## src/hw/rtl/ccp_pkg.sv

```systemverilog
`default_nettype none
// ----------------------------------------------------------------------------
// ccp_pkg
// Types, constants and helper functions shared by the container parser.
// ----------------------------------------------------------------------------
package ccp_pkg;

	localparam logic [31:0] MAGIC_WORD   = 32'h1221_3443;
	localparam logic [31:0] TAG_WORD     = 32'h2332_4554;
	localparam logic [31:0] MIN_FILE_LEN = 32'd17;
	localparam logic [19:0] MAX_RECORDS  = 20'd1000000;
	localparam logic [7:0]  MAX_NAME_LEN = 8'd255;
	localparam logic [7:0]  CH_PERCENT   = 8'h25;

	// record header sizes past the tag offset
	localparam logic [32:0] HDR_LEN      = 33'd12;
	localparam logic [32:0] HDR_NUL_LEN  = 33'd13;
	localparam logic [32:0] TAG_LEN      = 33'd4;

	// group queue
	localparam int GQ_DEPTH = 4;
	localparam int GQ_AW    = $clog2(GQ_DEPTH);

	typedef enum logic [3:0] {
		PH_IDLE,
		PH_MAGIC,
		PH_TAG,
		PH_NEXT,
		PH_NLEN,
		PH_NAME,
		PH_NUL,
		PH_PAYLOAD,
		PH_DONE
	} phase_t;

	typedef enum logic [1:0] {
		KIND_CHAR = 2'd0,
		KIND_DESC = 2'd1,
		KIND_OK   = 2'd2,
		KIND_ERR  = 2'd3
	} kind_t;

	typedef enum logic [3:0] {
		ERR_SHORT     = 4'd0,
		ERR_MAGIC     = 4'd1,
		ERR_TAG       = 4'd2,
		ERR_TRUNCATED = 4'd3,
		ERR_NAMELEN   = 4'd4,
		ERR_NEXTOFF   = 4'd5,
		ERR_NONUL     = 4'd6,
		ERR_NEGSIZE   = 4'd7,
		ERR_TOOMANY   = 4'd8
	} err_t;

	// all results caused by one input byte
	typedef struct packed {
		logic [1:0]  cnt;       // number of results, 1 to 3
		logic        is_char;
		logic        esc;       // name byte goes out as %XX
		logic        has_desc;
		logic        has_end;
		logic        end_err;
		err_t        err;
		logic [7:0]  ch;
		logic [19:0] idx;
		logic [31:0] roff;
		logic [31:0] doff;
		logic [31:0] dsz;
	} grp_t;

	function automatic logic is_safe(input logic [7:0] c);
		logic ok;
		ok = (c > 8'h20) && (c < 8'h7f);
		ok = ok && (c != 8'h25) && (c != 8'h2f) && (c != 8'h5c) && (c != 8'h3a);
		ok = ok && (c != 8'h2a) && (c != 8'h3f) && (c != 8'h22) && (c != 8'h3c);
		ok = ok && (c != 8'h3e) && (c != 8'h7c);
		return ok;
	endfunction

	function automatic logic [7:0] hex_digit(input logic [3:0] v);
		logic [7:0] r;
		if (v < 4'd10) begin
			r = 8'h30 + {4'd0, v};
		end else begin
			r = 8'h41 + {4'd0, v} - 8'd10;
		end
		return r;
	endfunction

endpackage
`default_nettype wire

```

## src/hw/rtl/ccp_parser.sv

```systemverilog
`default_nettype none
// ----------------------------------------------------------------------------
// ccp_parser
// Input register and record-chain walker; emits at most one result group per byte.
// ----------------------------------------------------------------------------
module ccp_parser (
	input  wire                  clk,
	input  wire                  arst_n,
	input  wire                  s_tvalid,
	output logic                 s_tready,
	input  wire  [7:0]           s_tdata,
	input  wire  [0:0]           s_tuser,
	input  wire  [31:0]          total_size,
	input  wire                  gq_full,
	output logic                 gq_push,
	output ccp_pkg::grp_t        gq_grp
);
	import ccp_pkg::*;

	typedef struct packed {
		logic fail;
		err_t code;
		logic ok;
		logic chr;
		logic desc;
	} ev_t;

	// input stage
	logic        valid_s1;
	logic [7:0]  byte_s1;
	logic        first_s1;
	logic        adv;

	// walker state
	phase_t      phase_q;
	logic [7:0]  fcnt_q;
	logic [31:0] shift_q;
	logic [31:0] pos_q;
	logic [31:0] rstart_q;
	logic [31:0] next_q;
	logic [7:0]  nlen_q;
	logic [19:0] rcount_q;
	logic [32:0] doff_q;

	// effective state after a restart
	phase_t      ph_e;
	logic [7:0]  fcnt_e;
	logic [31:0] shift_e;
	logic [31:0] pos_e;
	logic [31:0] rstart_e;
	logic [31:0] next_e;
	logic [7:0]  nlen_e;
	logic [19:0] rcount_e;

	logic [31:0] shift_new;
	logic        word_done;
	logic [31:0] pos_n;
	logic [7:0]  fcnt_n;
	logic [19:0] rc_inc;
	logic [19:0] rc_sel;
	logic [32:0] doff_c;
	logic        short_f;
	logic        tag_trunc;
	logic        nl_bad;
	logic        next_bad;
	logic        nl_trunc;
	logic        next_lt_doff;
	logic        dsz_zero;
	logic        er_done;
	logic        er_many;
	logic        er_trunc;
	logic        endrec;
	ev_t         ev;

	phase_t      phase_d;
	logic [7:0]  fcnt_d;
	logic [31:0] shift_d;
	logic [31:0] pos_d;
	logic [31:0] rstart_d;
	logic [31:0] next_d;
	logic [7:0]  nlen_d;
	logic [19:0] rcount_d;
	logic [32:0] doff_d;

	assign adv      = valid_s1 && !gq_full;
	assign s_tready = !valid_s1 || adv;

	always_ff @(posedge clk or negedge arst_n) begin
		if (!arst_n) begin
			valid_s1 <= 1'b0;
		end else if (s_tready) begin
			valid_s1 <= s_tvalid;
		end
	end

	always_ff @(posedge clk) begin
		if (s_tready && s_tvalid) begin
			byte_s1  <= s_tdata;
			first_s1 <= s_tuser[0];
		end
	end

	// restart view and shared datapath
	always_comb begin
		ph_e     = first_s1 ? PH_MAGIC : phase_q;
		fcnt_e   = first_s1 ? 8'd0 : fcnt_q;
		shift_e  = first_s1 ? 32'd0 : shift_q;
		pos_e    = first_s1 ? 32'd0 : pos_q;
		rstart_e = first_s1 ? 32'd4 : rstart_q;
		next_e   = first_s1 ? 32'd0 : next_q;
		nlen_e   = first_s1 ? 8'd0 : nlen_q;
		rcount_e = first_s1 ? 20'd0 : rcount_q;

		shift_new = shift_e | ({24'd0, byte_s1} << {fcnt_e[1:0], 3'b000});
		word_done = (fcnt_e[1:0] == 2'd3);
		pos_n     = pos_e + 32'd1;
		fcnt_n    = fcnt_e + 8'd1;
		rc_inc    = rcount_e + 20'd1;
		rc_sel    = (ph_e == PH_NUL) ? rc_inc : rcount_e;

		short_f   = first_s1 && (total_size < MIN_FILE_LEN);
		tag_trunc = ({1'b0, rstart_e} + HDR_LEN) > {1'b0, total_size};
		nl_bad    = (shift_new > {24'd0, MAX_NAME_LEN}) || (shift_new == 32'd0);
		next_bad  = next_e[31] || (next_e < rstart_e) || (next_e > total_size);
		doff_c    = {1'b0, rstart_e} + HDR_NUL_LEN + {25'd0, shift_new[7:0]};
		nl_trunc  = doff_c > {1'b0, total_size};
		next_lt_doff = {1'b0, next_e} < doff_q;
		dsz_zero  = ({1'b0, next_e} == doff_q);

		// checks at the end of a record, against the following record start
		er_done   = next_e >= total_size;
		er_many   = rc_sel >= MAX_RECORDS;
		er_trunc  = ({1'b0, next_e} + TAG_LEN) > {1'b0, total_size};
	end

	// event decision
	always_comb begin
		ev     = '0;
		ev.code = ERR_SHORT;
		endrec = 1'b0;
		if (short_f) begin
			ev.fail = 1'b1;
			ev.code = ERR_SHORT;
		end else begin
			unique case (ph_e)
				PH_MAGIC: begin
					if (word_done && shift_new != MAGIC_WORD) begin
						ev.fail = 1'b1;
						ev.code = ERR_MAGIC;
					end
				end
				PH_TAG: begin
					if (word_done) begin
						priority if (shift_new == 32'd0) begin
							if (rcount_e == 20'd0) begin
								ev.fail = 1'b1;
								ev.code = ERR_TAG;
							end else begin
								ev.ok = 1'b1;
							end
						end else if (shift_new != TAG_WORD) begin
							ev.fail = 1'b1;
							ev.code = ERR_TAG;
						end else if (tag_trunc) begin
							ev.fail = 1'b1;
							ev.code = ERR_TRUNCATED;
						end
					end
				end
				PH_NLEN: begin
					if (word_done) begin
						priority if (nl_bad) begin
							ev.fail = 1'b1;
							ev.code = ERR_NAMELEN;
						end else if (next_bad) begin
							ev.fail = 1'b1;
							ev.code = ERR_NEXTOFF;
						end else if (nl_trunc) begin
							ev.fail = 1'b1;
							ev.code = ERR_TRUNCATED;
						end
					end
				end
				PH_NAME: begin
					ev.chr = 1'b1;
				end
				PH_NUL: begin
					priority if (byte_s1 != 8'd0) begin
						ev.fail = 1'b1;
						ev.code = ERR_NONUL;
					end else if (next_lt_doff) begin
						ev.fail = 1'b1;
						ev.code = ERR_NEGSIZE;
					end else begin
						ev.desc = 1'b1;
						endrec  = dsz_zero;
					end
				end
				PH_PAYLOAD: begin
					endrec = (pos_n == next_e);
				end
				default: ;
			endcase
			if (endrec) begin
				priority if (er_done) begin
					ev.ok = 1'b1;
				end else if (er_many) begin
					ev.fail = 1'b1;
					ev.code = ERR_TOOMANY;
				end else if (er_trunc) begin
					ev.fail = 1'b1;
					ev.code = ERR_TRUNCATED;
				end
			end
		end
	end

	// next state
	always_comb begin
		phase_d  = ph_e;
		fcnt_d   = fcnt_e;
		shift_d  = shift_e;
		pos_d    = pos_e;
		rstart_d = rstart_e;
		next_d   = next_e;
		nlen_d   = nlen_e;
		rcount_d = rcount_e;
		doff_d   = doff_q;
		if (short_f) begin
			phase_d = PH_DONE;
		end else if (ph_e != PH_IDLE && ph_e != PH_DONE) begin
			pos_d = pos_n;
			unique case (ph_e)
				PH_MAGIC, PH_TAG, PH_NEXT, PH_NLEN: begin
					fcnt_d  = fcnt_n;
					shift_d = shift_new;
					if (word_done) begin
						fcnt_d  = 8'd0;
						shift_d = 32'd0;
						unique case (ph_e)
							PH_MAGIC: begin
								rstart_d = 32'd4;
								phase_d  = PH_TAG;
							end
							PH_TAG:   phase_d = PH_NEXT;
							PH_NEXT: begin
								next_d  = shift_new;
								phase_d = PH_NLEN;
							end
							default: begin
								shift_d = shift_new;
								nlen_d  = shift_new[7:0];
								doff_d  = doff_c;
								phase_d = PH_NAME;
							end
						endcase
					end
				end
				PH_NAME: begin
					fcnt_d = fcnt_n;
					if (fcnt_n >= nlen_e) begin
						phase_d = PH_NUL;
					end
				end
				PH_NUL: begin
					rcount_d = rc_inc;
					phase_d  = PH_PAYLOAD;
				end
				default: ;
			endcase
			if (endrec) begin
				rstart_d = next_e;
				phase_d  = PH_TAG;
				fcnt_d   = 8'd0;
				shift_d  = 32'd0;
			end
			if (ev.fail || ev.ok) begin
				phase_d = PH_DONE;
			end
		end
	end

	// result group
	always_comb begin
		gq_grp          = '0;
		gq_grp.is_char  = ev.chr;
		gq_grp.esc      = !is_safe(byte_s1);
		gq_grp.ch       = byte_s1;
		gq_grp.has_desc = ev.desc;
		gq_grp.idx      = rcount_e;
		gq_grp.roff     = rstart_e;
		gq_grp.doff     = doff_q[31:0];
		gq_grp.dsz      = next_e - doff_q[31:0];
		gq_grp.has_end  = ev.fail || ev.ok;
		gq_grp.end_err  = ev.fail;
		gq_grp.err      = ev.code;
		if (ev.chr) begin
			gq_grp.cnt = gq_grp.esc ? 2'd3 : 2'd1;
		end else begin
			gq_grp.cnt = {1'b0, ev.desc} + {1'b0, gq_grp.has_end};
		end
		gq_push = adv && (ev.chr || ev.desc || gq_grp.has_end);
	end

	always_ff @(posedge clk or negedge arst_n) begin
		if (!arst_n) begin
			phase_q  <= PH_IDLE;
			fcnt_q   <= 8'd0;
			shift_q  <= 32'd0;
			pos_q    <= 32'd0;
			rstart_q <= 32'd4;
			next_q   <= 32'd0;
			nlen_q   <= 8'd0;
			rcount_q <= 20'd0;
		end else if (adv) begin
			phase_q  <= phase_d;
			fcnt_q   <= fcnt_d;
			shift_q  <= shift_d;
			pos_q    <= pos_d;
			rstart_q <= rstart_d;
			next_q   <= next_d;
			nlen_q   <= nlen_d;
			rcount_q <= rcount_d;
		end
	end

	always_ff @(posedge clk) begin
		if (adv) begin
			doff_q <= doff_d;
		end
	end

endmodule
`default_nettype wire

```

## src/hw/rtl/ccp_group_fifo.sv

```systemverilog
`default_nettype none
// ----------------------------------------------------------------------------
// ccp_group_fifo
// Small queue of result groups between the walker and the output side.
// ----------------------------------------------------------------------------
module ccp_group_fifo (
	input  wire                  clk,
	input  wire                  arst_n,
	input  wire                  push,
	input  ccp_pkg::grp_t        push_grp,
	input  wire                  pop,
	output ccp_pkg::grp_t        head,
	output logic                 not_empty,
	output logic                 full
);
	import ccp_pkg::*;

	grp_t             mem_q [GQ_DEPTH];
	logic [GQ_AW-1:0] wr_ptr_q;
	logic [GQ_AW-1:0] rd_ptr_q;
	logic [GQ_AW:0]   count_q;

	assign head      = mem_q[rd_ptr_q];
	assign not_empty = (count_q != '0);
	assign full      = (count_q == (GQ_AW+1)'(GQ_DEPTH));

	always_ff @(posedge clk) begin
		if (push) begin
			mem_q[wr_ptr_q] <= push_grp;
		end
	end

	always_ff @(posedge clk or negedge arst_n) begin
		if (!arst_n) begin
			wr_ptr_q <= '0;
			rd_ptr_q <= '0;
			count_q  <= '0;
		end else begin
			if (push) begin
				wr_ptr_q <= wr_ptr_q + GQ_AW'(1);
			end
			if (pop) begin
				rd_ptr_q <= rd_ptr_q + GQ_AW'(1);
			end
			unique case ({push, pop})
				2'b10:   count_q <= count_q + (GQ_AW+1)'(1);
				2'b01:   count_q <= count_q - (GQ_AW+1)'(1);
				default: count_q <= count_q;
			endcase
		end
	end

endmodule
`default_nettype wire

```

## src/hw/rtl/ccp_unpack.sv

```systemverilog
`default_nettype none
// ----------------------------------------------------------------------------
// ccp_unpack
// Serializes the head result group into single result transfers.
// ----------------------------------------------------------------------------
module ccp_unpack (
	input  wire                  clk,
	input  wire                  arst_n,
	input  ccp_pkg::grp_t        head,
	input  wire                  not_empty,
	output logic                 pop,
	output logic                 m_tvalid,
	input  wire                  m_tready,
	output logic [127:0]         m_tdata,   // name_char, record_index, record_offset,
	                                        // data_offset, data_size, error_code
	output logic [1:0]           m_tuser,   // kind
	output logic                 m_tlast
);
	import ccp_pkg::*;

	logic [1:0]  sub_q;
	logic        grp_end;
	logic        xfer;
	kind_t       kind;
	logic [7:0]  name_char;
	logic [19:0] idx;
	logic [31:0] roff;
	logic [31:0] doff;
	logic [31:0] dsz;
	err_t        err;

	assign m_tvalid = not_empty;
	assign xfer     = m_tvalid && m_tready;
	assign grp_end  = (sub_q == head.cnt - 2'd1);
	assign pop      = xfer && grp_end;
	assign m_tlast  = grp_end;

	always_comb begin
		kind      = KIND_CHAR;
		name_char = 8'd0;
		idx       = 20'd0;
		roff      = 32'd0;
		doff      = 32'd0;
		dsz       = 32'd0;
		err       = ERR_SHORT;
		if (head.is_char) begin
			if (!head.esc) begin
				name_char = head.ch;
			end else begin
				unique case (sub_q)
					2'd0:    name_char = CH_PERCENT;
					2'd1:    name_char = hex_digit(head.ch[7:4]);
					default: name_char = hex_digit(head.ch[3:0]);
				endcase
			end
		end else if (head.has_desc && sub_q == 2'd0) begin
			kind = KIND_DESC;
			idx  = head.idx;
			roff = head.roff;
			doff = head.doff;
			dsz  = head.dsz;
		end else if (head.end_err) begin
			kind = KIND_ERR;
			err  = head.err;
		end else begin
			kind = KIND_OK;
		end
	end

	assign m_tdata = {err, dsz, doff, roff, idx, name_char};
	assign m_tuser = kind;

	always_ff @(posedge clk or negedge arst_n) begin
		if (!arst_n) begin
			sub_q <= 2'd0;
		end else if (xfer) begin
			sub_q <= grp_end ? 2'd0 : sub_q + 2'd1;
		end
	end

endmodule
`default_nettype wire

```

## src/hw/rtl/record_chain_container_parser.sv

```systemverilog
`default_nettype none
// ----------------------------------------------------------------------------
// record_chain_container_parser
// Walks a record-chain container byte stream and emits escaped names,
// record descriptors and a final status.
// ----------------------------------------------------------------------------
// The first result of a byte passes the input register, then the
//   result-group queue, before it is offered.
// Throughput: 1 byte per cycle while the group queue is not full; an
//   escaped name byte gives 3 results; a 4-group queue absorbs such bursts.
// Reset: arst_n clears the walker to idle (waiting for a first byte), the
//   queue to empty and total_size to zero.
module record_chain_container_parser (
	input  wire           clk,
	input  wire           arst_n,
	input  wire           cfg_valid,
	output logic          cfg_ready,
	input  wire  [31:0]   cfg_data,     // total_size
	input  wire           s_tvalid,
	output logic          s_tready,
	input  wire  [7:0]    s_tdata,      // data_byte
	input  wire  [0:0]    s_tuser,      // first
	output logic          m_tvalid,
	input  wire           m_tready,
	output logic [127:0]  m_tdata,      // name_char, record_index, record_offset,
	                                    // data_offset, data_size, error_code
	output logic [1:0]    m_tuser,      // kind
	output logic          m_tlast       // last
);
	import ccp_pkg::*;

	logic [31:0] total_size_q;
	logic        gq_push;
	logic        gq_pop;
	logic        gq_full;
	logic        gq_not_empty;
	grp_t        gq_in;
	grp_t        gq_head;

	assign cfg_ready = 1'b1;

	always_ff @(posedge clk or negedge arst_n) begin
		if (!arst_n) begin
			total_size_q <= 32'd0;
		end else if (cfg_valid && cfg_ready) begin
			total_size_q <= cfg_data;
		end
	end

	ccp_parser u_parser (
		.clk        (clk),
		.arst_n     (arst_n),
		.s_tvalid   (s_tvalid),
		.s_tready   (s_tready),
		.s_tdata    (s_tdata),
		.s_tuser    (s_tuser),
		.total_size (total_size_q),
		.gq_full    (gq_full),
		.gq_push    (gq_push),
		.gq_grp     (gq_in)
	);

	ccp_group_fifo u_gq (
		.clk       (clk),
		.arst_n    (arst_n),
		.push      (gq_push),
		.push_grp  (gq_in),
		.pop       (gq_pop),
		.head      (gq_head),
		.not_empty (gq_not_empty),
		.full      (gq_full)
	);

	ccp_unpack u_unpack (
		.clk       (clk),
		.arst_n    (arst_n),
		.head      (gq_head),
		.not_empty (gq_not_empty),
		.pop       (gq_pop),
		.m_tvalid  (m_tvalid),
		.m_tready  (m_tready),
		.m_tdata   (m_tdata),
		.m_tuser   (m_tuser),
		.m_tlast   (m_tlast)
	);

endmodule
`default_nettype wire
```

## config.mk

```make
export PLATFORM = sky130hd
export DESIGN_NAME = record_chain_container_parser
export DESIGN_NICKNAME = d
export VERILOG_FILES = /design/src/hw/rtl/ccp_pkg.sv /design/src/hw/rtl/ccp_parser.sv /design/src/hw/rtl/ccp_group_fifo.sv /design/src/hw/rtl/ccp_unpack.sv /design/src/hw/rtl/record_chain_container_parser.sv
export SDC_FILE = /design/constraint.sdc
export NUM_CORES = 2
export LEC_CHECK = 0
export BUFFER_PORTS_ARGS = -buffer_cell sky130_fd_sc_hd__buf_2
export CORE_MARGIN = 1.5
export CORE_UTILIZATION = 57
export CTS_CLUSTER_DIAMETER = 30
export DETAILED_ROUTE_END_ITERATION = 6
export GPL_TIMING_DRIVEN = 1
export PLACE_DENSITY = 0.8
export SYNTH_ARGS = -nofsm -noshare
export SYNTH_HDL_FRONTEND = slang
export SYNTH_SLANG_ARGS = --single-unit
```

## constraint.sdc

```tcl
create_clock -name clk -period 18.1 [get_ports clk]
set_clock_uncertainty 0.15 [all_clocks]
set_input_delay 2.715 -clock clk [delete_from_list [all_inputs] [get_ports clk]]
set_output_delay 2.715 -clock clk [all_outputs]
set_load 0.05 [all_outputs]
```

==> After elaboration in Yosys (flattened, before gate mapping) <==
Memory sizes are Yosys's and may differ from the RTL's.
Index checks and enable logic that the tools add are counted.
{ "totals": {"output_inout_bits": 134, "mem_bits_rw": 540, "regBits": 252, "n_memories": 1} }
{ "memory_table": {"columns": ["name", "depth", "word_bits", "read_ports", "rd_clocked_by_memory_dff", "wr", "line_no", "text"], "rows": [
  ["u_gq.mem_q", 4, 135, 1, 0, 1, "ccp_group_fifo.sv:18", "grp_t mem_q [GQ_DEPTH];"]
]} }
{ "classes": {"n_eq_ne": 28, "magnitude_cmp": 15, "mux": 105, "shifts": 1, "addsub": 21, "n_bitwise": 3, "reduce_logical": 40} }
{ "ops": {"columns": ["cell", "count"], "rows": [
  ["$mux W32", 29],
  ["$mux W20", 6],
  ["$mux W8", 15],
  ["$gt A33 B32 Y1", 3],
  ["$mux W5", 15],
  ["$add A32 B4 Y33 const B", 2],
  ["$ne A8 B6 Y1 const B", 8],
  ["$mux W4", 10],
  ["$add A32 B3 Y33 const B", 1],
  ["$add A33 B8 Y33", 1],
  ["$eq A32 B33 Y1", 1],
  ["$lt A32 B33 Y1", 1],
  ["$add A32 B1 Y32 const B", 1],
  ["$eq A32 B32 Y1", 1],
  ["$ge A32 B32 Y1", 1],
  ["$gt A32 B32 Y1", 1],
  ["$gt A32 B8 Y1 const B", 1],
  ["$logic_not A32 Y1", 1],
  ["$lt A32 B32 Y1", 1],
  ["$lt A32 B5 Y1 const B", 1],
  ["$ne A32 B29 Y1 const B", 1],
  ["$ne A32 B30 Y1 const B", 1],
  ["$or A32 B32 Y32", 1],
  ["$pmux W8 S2", 2],
  ["other kinds (48)", 108]
]} }

==> Logic depth before layout (Yosys ltp) <==
{ "logic_depth": {"depth_word": 20, "depth_mapped": 42} }

==> By module <==
From an unflattened synthesis, not the netlist that was laid out.
{ "unflattened": {"cells_unflattened": 3511, "area_unflattened_um2": 42638.4} }
{ "by_module_without_submodules": {"columns": ["mod", "n_inst", "cells_each", "area_each_um2", "seq_area_each_um2"], "rows": [
  ["ccp_parser", 1, 2483, 20016.7, 5491.5],
  ["ccp_group_fifo", 1, 738, 19857.8, 16390.7],
  ["ccp_unpack", 1, 220, 1407.6, 50.0],
  ["record_chain_container_parser", 1, 70, 1356.3, 800.8]
]} }

==> Worst setup path after synthesis <==
Ideal clock, no wire load.
{ "synth_timing": {"path_type": "register -> register", "start": "register u_parser.first_s1", "end": "memory u_gq.mem_q[0][0] in the netlist's numbering, enable pin", "stages_incl_launch_ff": 37, "arrival_time_ns": 16.698, "slack_ns": 0.427, "synth_period_minus_slack_ns": 17.673, "cell_sequence": "edfxtp_1 > buf_2 > clkinv_1 > clkbuf_8 > clkbuf_1 > clkbuf_8 > clkbuf_1 > buf_1 > buf_1 > nand2_1 > inv_1 > ha_1 > ha_1 > inv_1 > fa_1 > nor2b_1 > o21ai_0 > a21boi_0 > o21ai_0 > a21boi_0 > o21a_1 > o21ai_0 > or2_2 > nor3_1 > xnor2_1 > ha_1 > nand4_1 > nor4_1 > o311a_1 > a2111oi_0 > and4_1 > o22ai_1 > o31a_2 > nor4b_4 > and3_4 > buf_6 > a211oi_1"} }
{ "synth_rtl": {"columns": ["item", "line_no", "text"], "rows": [
  ["from (decl)", "ccp_parser.sv:31", "logic first_s1;"],
  ["from (signal assigned)", "ccp_parser.sv:99", "first_s1 <= s_tuser[0];"],
  ["to (decl)", "ccp_group_fifo.sv:18", null]
]} }

==> Worst setup path in the final report <==
{ "layout_timing": {"start": "register u_parser.first_s1", "end": "memory u_gq.mem_q[3][79] in the netlist's numbering, enable pin"} }
{ "layout_via": {"elab_chain_cells": 20, "elab_cells_between_ends": 80, "classes_between": "add/sub (6); order compare (9); eq/ne (11); shift (1); mux (41); bitwise (1); reduce/logical (11)"} }
{ "layout_lines": {"columns": ["item", "line_no", "text"], "rows": [
  ["parallel branches: the longest is 3 deep, another holds $add A32 B4 Y33", null, null],
  ["$add A33 B8 Y33 (*)", "ccp_parser.sv:125", "doff_c = {1'b0, rstart_e} + HDR_NUL_LEN + {25'd0, shift_new[7:0]};"],
  ["named net u_parser.doff_c[23]", "ccp_parser.sv:61", "logic [32:0] doff_c;"],
  ["$gt A33 B32 Y1 (*)", "ccp_parser.sv:126", "nl_trunc = doff_c > {1'b0, total_size};"],
  ["$mux W5 (*)", "ccp_parser.sv:178", "end else if (nl_trunc) begin"],
  ["$mux W5 (*)", "ccp_parser.sv:175", "end else if (next_bad) begin"],
  ["$mux W5 (*)", "ccp_parser.sv:172", "priority if (nl_bad) begin"],
  ["$mux W5 (*)", "ccp_parser.sv:171", "if (word_done) begin"],
  ["[... 3 more ...]", null, null],
  ["$mux W5", "ccp_parser.sv:205", "priority if (er_done) begin"],
  ["$mux W6 (*)", "ccp_parser.sv:204", "if (endrec) begin"],
  ["$mux W5 (*)", "ccp_parser.sv:141", "if (short_f) begin"],
  ["$logic_or A1 B1 Y1 (*)", "ccp_parser.sv:294", "gq_grp.has_end = ev.fail || ev.ok;"],
  ["$logic_or A1 B1 Y1 (*)", "ccp_parser.sv:302", "gq_push = adv && (ev.chr || ev.desc || gq_grp.has_end);"],
  ["$logic_and A1 B1 Y1 (*)", "ccp_parser.sv:302", null],
  ["$mux W1 (*)", "ccp_group_fifo.sv:28", "if (push) begin"],
  ["$mux W1 (implied by the code) (*)", "ccp_group_fifo.sv:29", "mem_q[wr_ptr_q] <= push_grp;"]
]} }
Mark *: on every way through the listed nets, which the timed path passes. The select of a mux whose other input is x is not followed.

==> results.json <==
{
  "slew_viol_final": 0,
  "synth_edf_count": 578,
  "hp-start": "u_parser.rstart_q[26]$_DFFE_PN0P_",
  "firstDrtPassIters": 6,
  "finalSetupTns_ps": 0,
  "worstRegToRegCells": 29,
  "ys_ff_latch": 788,
  "instances_no_fill": 4940,
  "finish.utilization": 0.666,
  "nNetsFinal": 4130,
  "nFillCells": 5148,
  "clk_root_buffer_cell": "clkbuf_16",
  "post_drt_wl_per_cell_um": 26.4,
  "power_mw": 6.99,
  "cts_max_level": 4,
  "synth_cell_types": 107,
  "start_util": 0.575,
  "io_pins": 180,
  "gp_congestion": 1.03,
  "layout_common_cells": "edfxtp_1 (578), nand2_1 (375), o21ai_0 (238)",
  "seq_area_frac_synth": 0.530,
  "die_h_um": 277,
  "drc": 0,
  "clk_pin_slew_worst_paths_ps": 50,
  "path_class": "flip-flop to flip-flop",
  "hold_path.class": "flip-flop to flip-flop",
  "tritoncts": "built",
  "netlist_area_um2": 42600,
  "setup_viol": 0,
  "holdPathStages": 2,
  "grt_pass1_wl_um": 196000,
  "async_flop_share": 0.266,
  "grt_max_degree": 135,
  "regToRegEndpoint": "u_gq.mem_q[3][79]$_DFFE_PP_",
  "outcome": "finished, final reports clean",
  "numPortBuffers": 178,
  "ys_warn_count": 0,
  "crit_family": "compound AO/OA/AOI/OAI gates",
  "hold_viol": 0,
  "clock_latency_ps": 740,
  "final_layout_size_suffix_gt1_frac": 0.166,
  "hold_buffers": 0,
  "vdd_drop_max_v": 0.000103,
  "regToRegStartpoint": "u_parser.first_s1$_DFFE_PP_",
  "antenna_found_initial": 4,
  "cp_max_fo": 61,
  "area_growth_pct": 15.9,
  "tightest_slew_ps": 1190,
  "die_x_um": 277,
  "max_freq_ghz": 0.0932,
  "maxCapViolCount": 0,
  "worstPathRequired_ps": 18280,
  "syn_avg_cell_area_um2": 11.6,
  "grt_setup_unrepaired": "no",
  "dp_hpwl_um": 87600,
  "clockBufferDepth": 3,
  "end_kind": "flip-flop",
  "die-area_um2": 76500,
  "viasPerCell": 6.63,
  "cts.sinks": 788,
  "numCtsBuffers": 141,
  "crit_slowest_cell": "buf_4",
  "vias": 32700,
  "wirelength_um": 130000,
  "post_cts_buffers": 0,
  "hold_end": "u_parser.rstart_q[26]$_DFFE_PN0P_",
  "grt_usage": 0.340,
  "synth_nets": 3950,
  "slowest_delay_ps": 830,
  "dp_cells": 4679,
  "multi_input_area_um2": 18600,
  "power_density_nw_per_um2": 141,
  "drt_iter0_markers": 4051,
  "synthCells": 3673,
  "crit_arrival_ps": 10910,
  "coreArea_um2": 74200,
  "crit_top_cell": "buf_4",
  "power.leakage_nw": 19.6,
  "min_period_over_period": 0.593,
  "setup.worst_path.start_class": "flip-flop",
  "first_global_vias": 32000,
  "grt_overflow": 0,
  "fin_hold_ws_ps": 328,
  "slew_headroom": 0.206,
  "regArea_um2": 22600,
  "rows": 100,
  "cp.buffers_inverters": 4,
  "drtAntennaViolNets": 0,
  "synth_ff_type": "edfxtp_1",
  "cts.repair.resized": 0,
  "layout_commonest_cell": "edfxtp_1",
  "reg2reg_slack_ps": 7370,
  "diodes": 0,
  "min_period_ps": 10730
}
-- stage by stage --
| step | worst slack (ps) | instance area (um2) |
|---|---|---|
| 5_1_grt | 7010 | 49400 |
| 3_3_place_gp | 7960 | 44400 |
| 4_1_cts | 7630 | 49400 |
| 3_5_place_dp | 7760 | 44400 |
| 2_1_floorplan | 427 | 42600 |
| 6_report | 7370 | 49400 |
-- registers in the layout, indices dropped and copies added, names as in the netlist, 4 cells and up --
name,count
u_parser.rstart_q,32
u_parser.pos_q,32
total_size_q,32
u_parser.rcount_q,20
u_parser.doff_q,33
u_gq.mem_q,536
u_parser.next_q,32
u_parser.phase_q,4
u_parser.shift_q,32
u_parser.fcnt_q,8
u_parser.byte_s1,8
u_parser.nlen_q,8
-- cells in the mapped netlist, drive strengths merged, types with 10 or more instances --
| cell type | instances | area, um2 |
|---|---|---|
| edfxtp | 578 | 17400 |
| nand2 | 377 | 1420 |
| o21ai | 242 | 1210 |
| ha | 228 | 2850 |
| dfrtp | 209 | 5230 |
| nor2 | 197 | 742 |
| inv | 178 | 668 |
| a21oi | 161 | 806 |
| clkbuf | 157 | 662 |
| and3 | 155 | 980 |
| mux4 | 132 | 2970 |
| xnor2 | 122 | 1070 |
| nand3 | 92 | 460 |
| nor2b | 91 | 569 |
| nand4 | 79 | 494 |
| nor3 | 62 | 310 |
| xor2 | 42 | 368 |
| nor4 | 40 | 272 |
| a22o | 38 | 333 |
| a21o | 37 | 279 |
| buf | 35 | 164 |
| o31ai | 30 | 235 |
| a211oi | 29 | 218 |
| and2 | 26 | 165 |
| nand2b | 26 | 163 |
| a31oi | 23 | 144 |
| o211ai | 21 | 158 |
| and4 | 19 | 166 |
| o21a | 16 | 120 |
| or3 | 14 | 88.8 |
| a21boi | 13 | 97.6 |
| nand4b | 13 | 129 |
| or4 | 11 | 87.6 |
| a221o | 10 | 100 |
-- metal layers --
layer | vias up | wire length [um] | GRT usage
li1 | 14200 | - | -
met4 | 10 | 7030 | 0.177
met2 | 2159 | 60700 | 0.535
met3 | 383 | 13200 | 0.0690
met5 | - | 68 | 0
met1 | 16000 | 49400 | 0.450
-- cells by family (layout without fill, tap and decap cells) --
| kind of cell | count (synthesis) | count (layout) | share of synthesized area |
|---|---|---|---|
| other cells | 1 | 1 | 0.0000879 |
| xor+xnor | 164 | 164 | 0.0337 |
| flops | 788 | 788 | 0.530 |
| buf+inv | 373 | 671 | 0.0354 |
| compound gates | 722 | 722 | 0.108 |
| simple gates | 1247 | 1247 | 0.151 |
| fa+ha+maj | 231 | 231 | 0.0683 |
| mux | 147 | 147 | 0.0734 |
-- worst max path at each step --
stage | depth (start not counted) | slack, ps | endpoint | from
6_report | 29 | 7370 | u_gq.mem_q[3][79]$_DFFE_PP_ | u_parser.first_s1$_DFFE_PP_
5_1_grt | 32 | 7010 | u_gq.mem_q[3][79]$_DFFE_PP_ | u_parser.first_s1$_DFFE_PP_
4_1_cts | 32 | 7630 | u_gq.mem_q[3][79]$_DFFE_PP_ | u_parser.first_s1$_DFFE_PP_
3_5_place_dp | 32 | 7760 | u_gq.mem_q[3][81]$_DFFE_PP_ | u_parser.first_s1$_DFFE_PP_
3_3_place_gp | 32 | 7960 | u_gq.mem_q[3][85]$_DFFE_PP_ | u_parser.first_s1$_DFFE_PP_
2_1_floorplan | 36 | 430 | u_gq.mem_q[0][0]$_DFFE_PP_ | u_parser.first_s1$_DFFE_PP_
-- worst reg2reg max path, delay by kind of cell, from the launching register on --
family / cells / cell delay [ps]
adder cells (fa/ha/maj): 2 / 670
buffers and inverters: 4 / 2860
AND/OR/NAND/NOR: 9 / 2300
flip-flops: 1 / 710
XOR/XNOR: 2 / 300
AO/OA/AOI/OAI: 12 / 3250
-- cell type report --
| cell class | count | share of cell area |
|---|---|---|
| Clock buffer | 172 | 0.0773 |
| Clock inverter | 89 | 0.0241 |
| Inverter | 180 | 0.0137 |
| Multi-Input combinational cell | 2512 | 0.376 |
| Sequential cell | 788 | 0.458 |
| Tap cell | 969 | 0.0245 |
| Timing Repair Buffer | 230 | 0.0264 |
-- power by group --
| group | internal (mW) | switching, mW |
|---|---|---|
| Clock | 1.78 | 0.965 |
| Combinational | 0.648 | 1.39 |
| Sequential | 2.08 | 0.130 |
(Power assumes the default switching activity.)
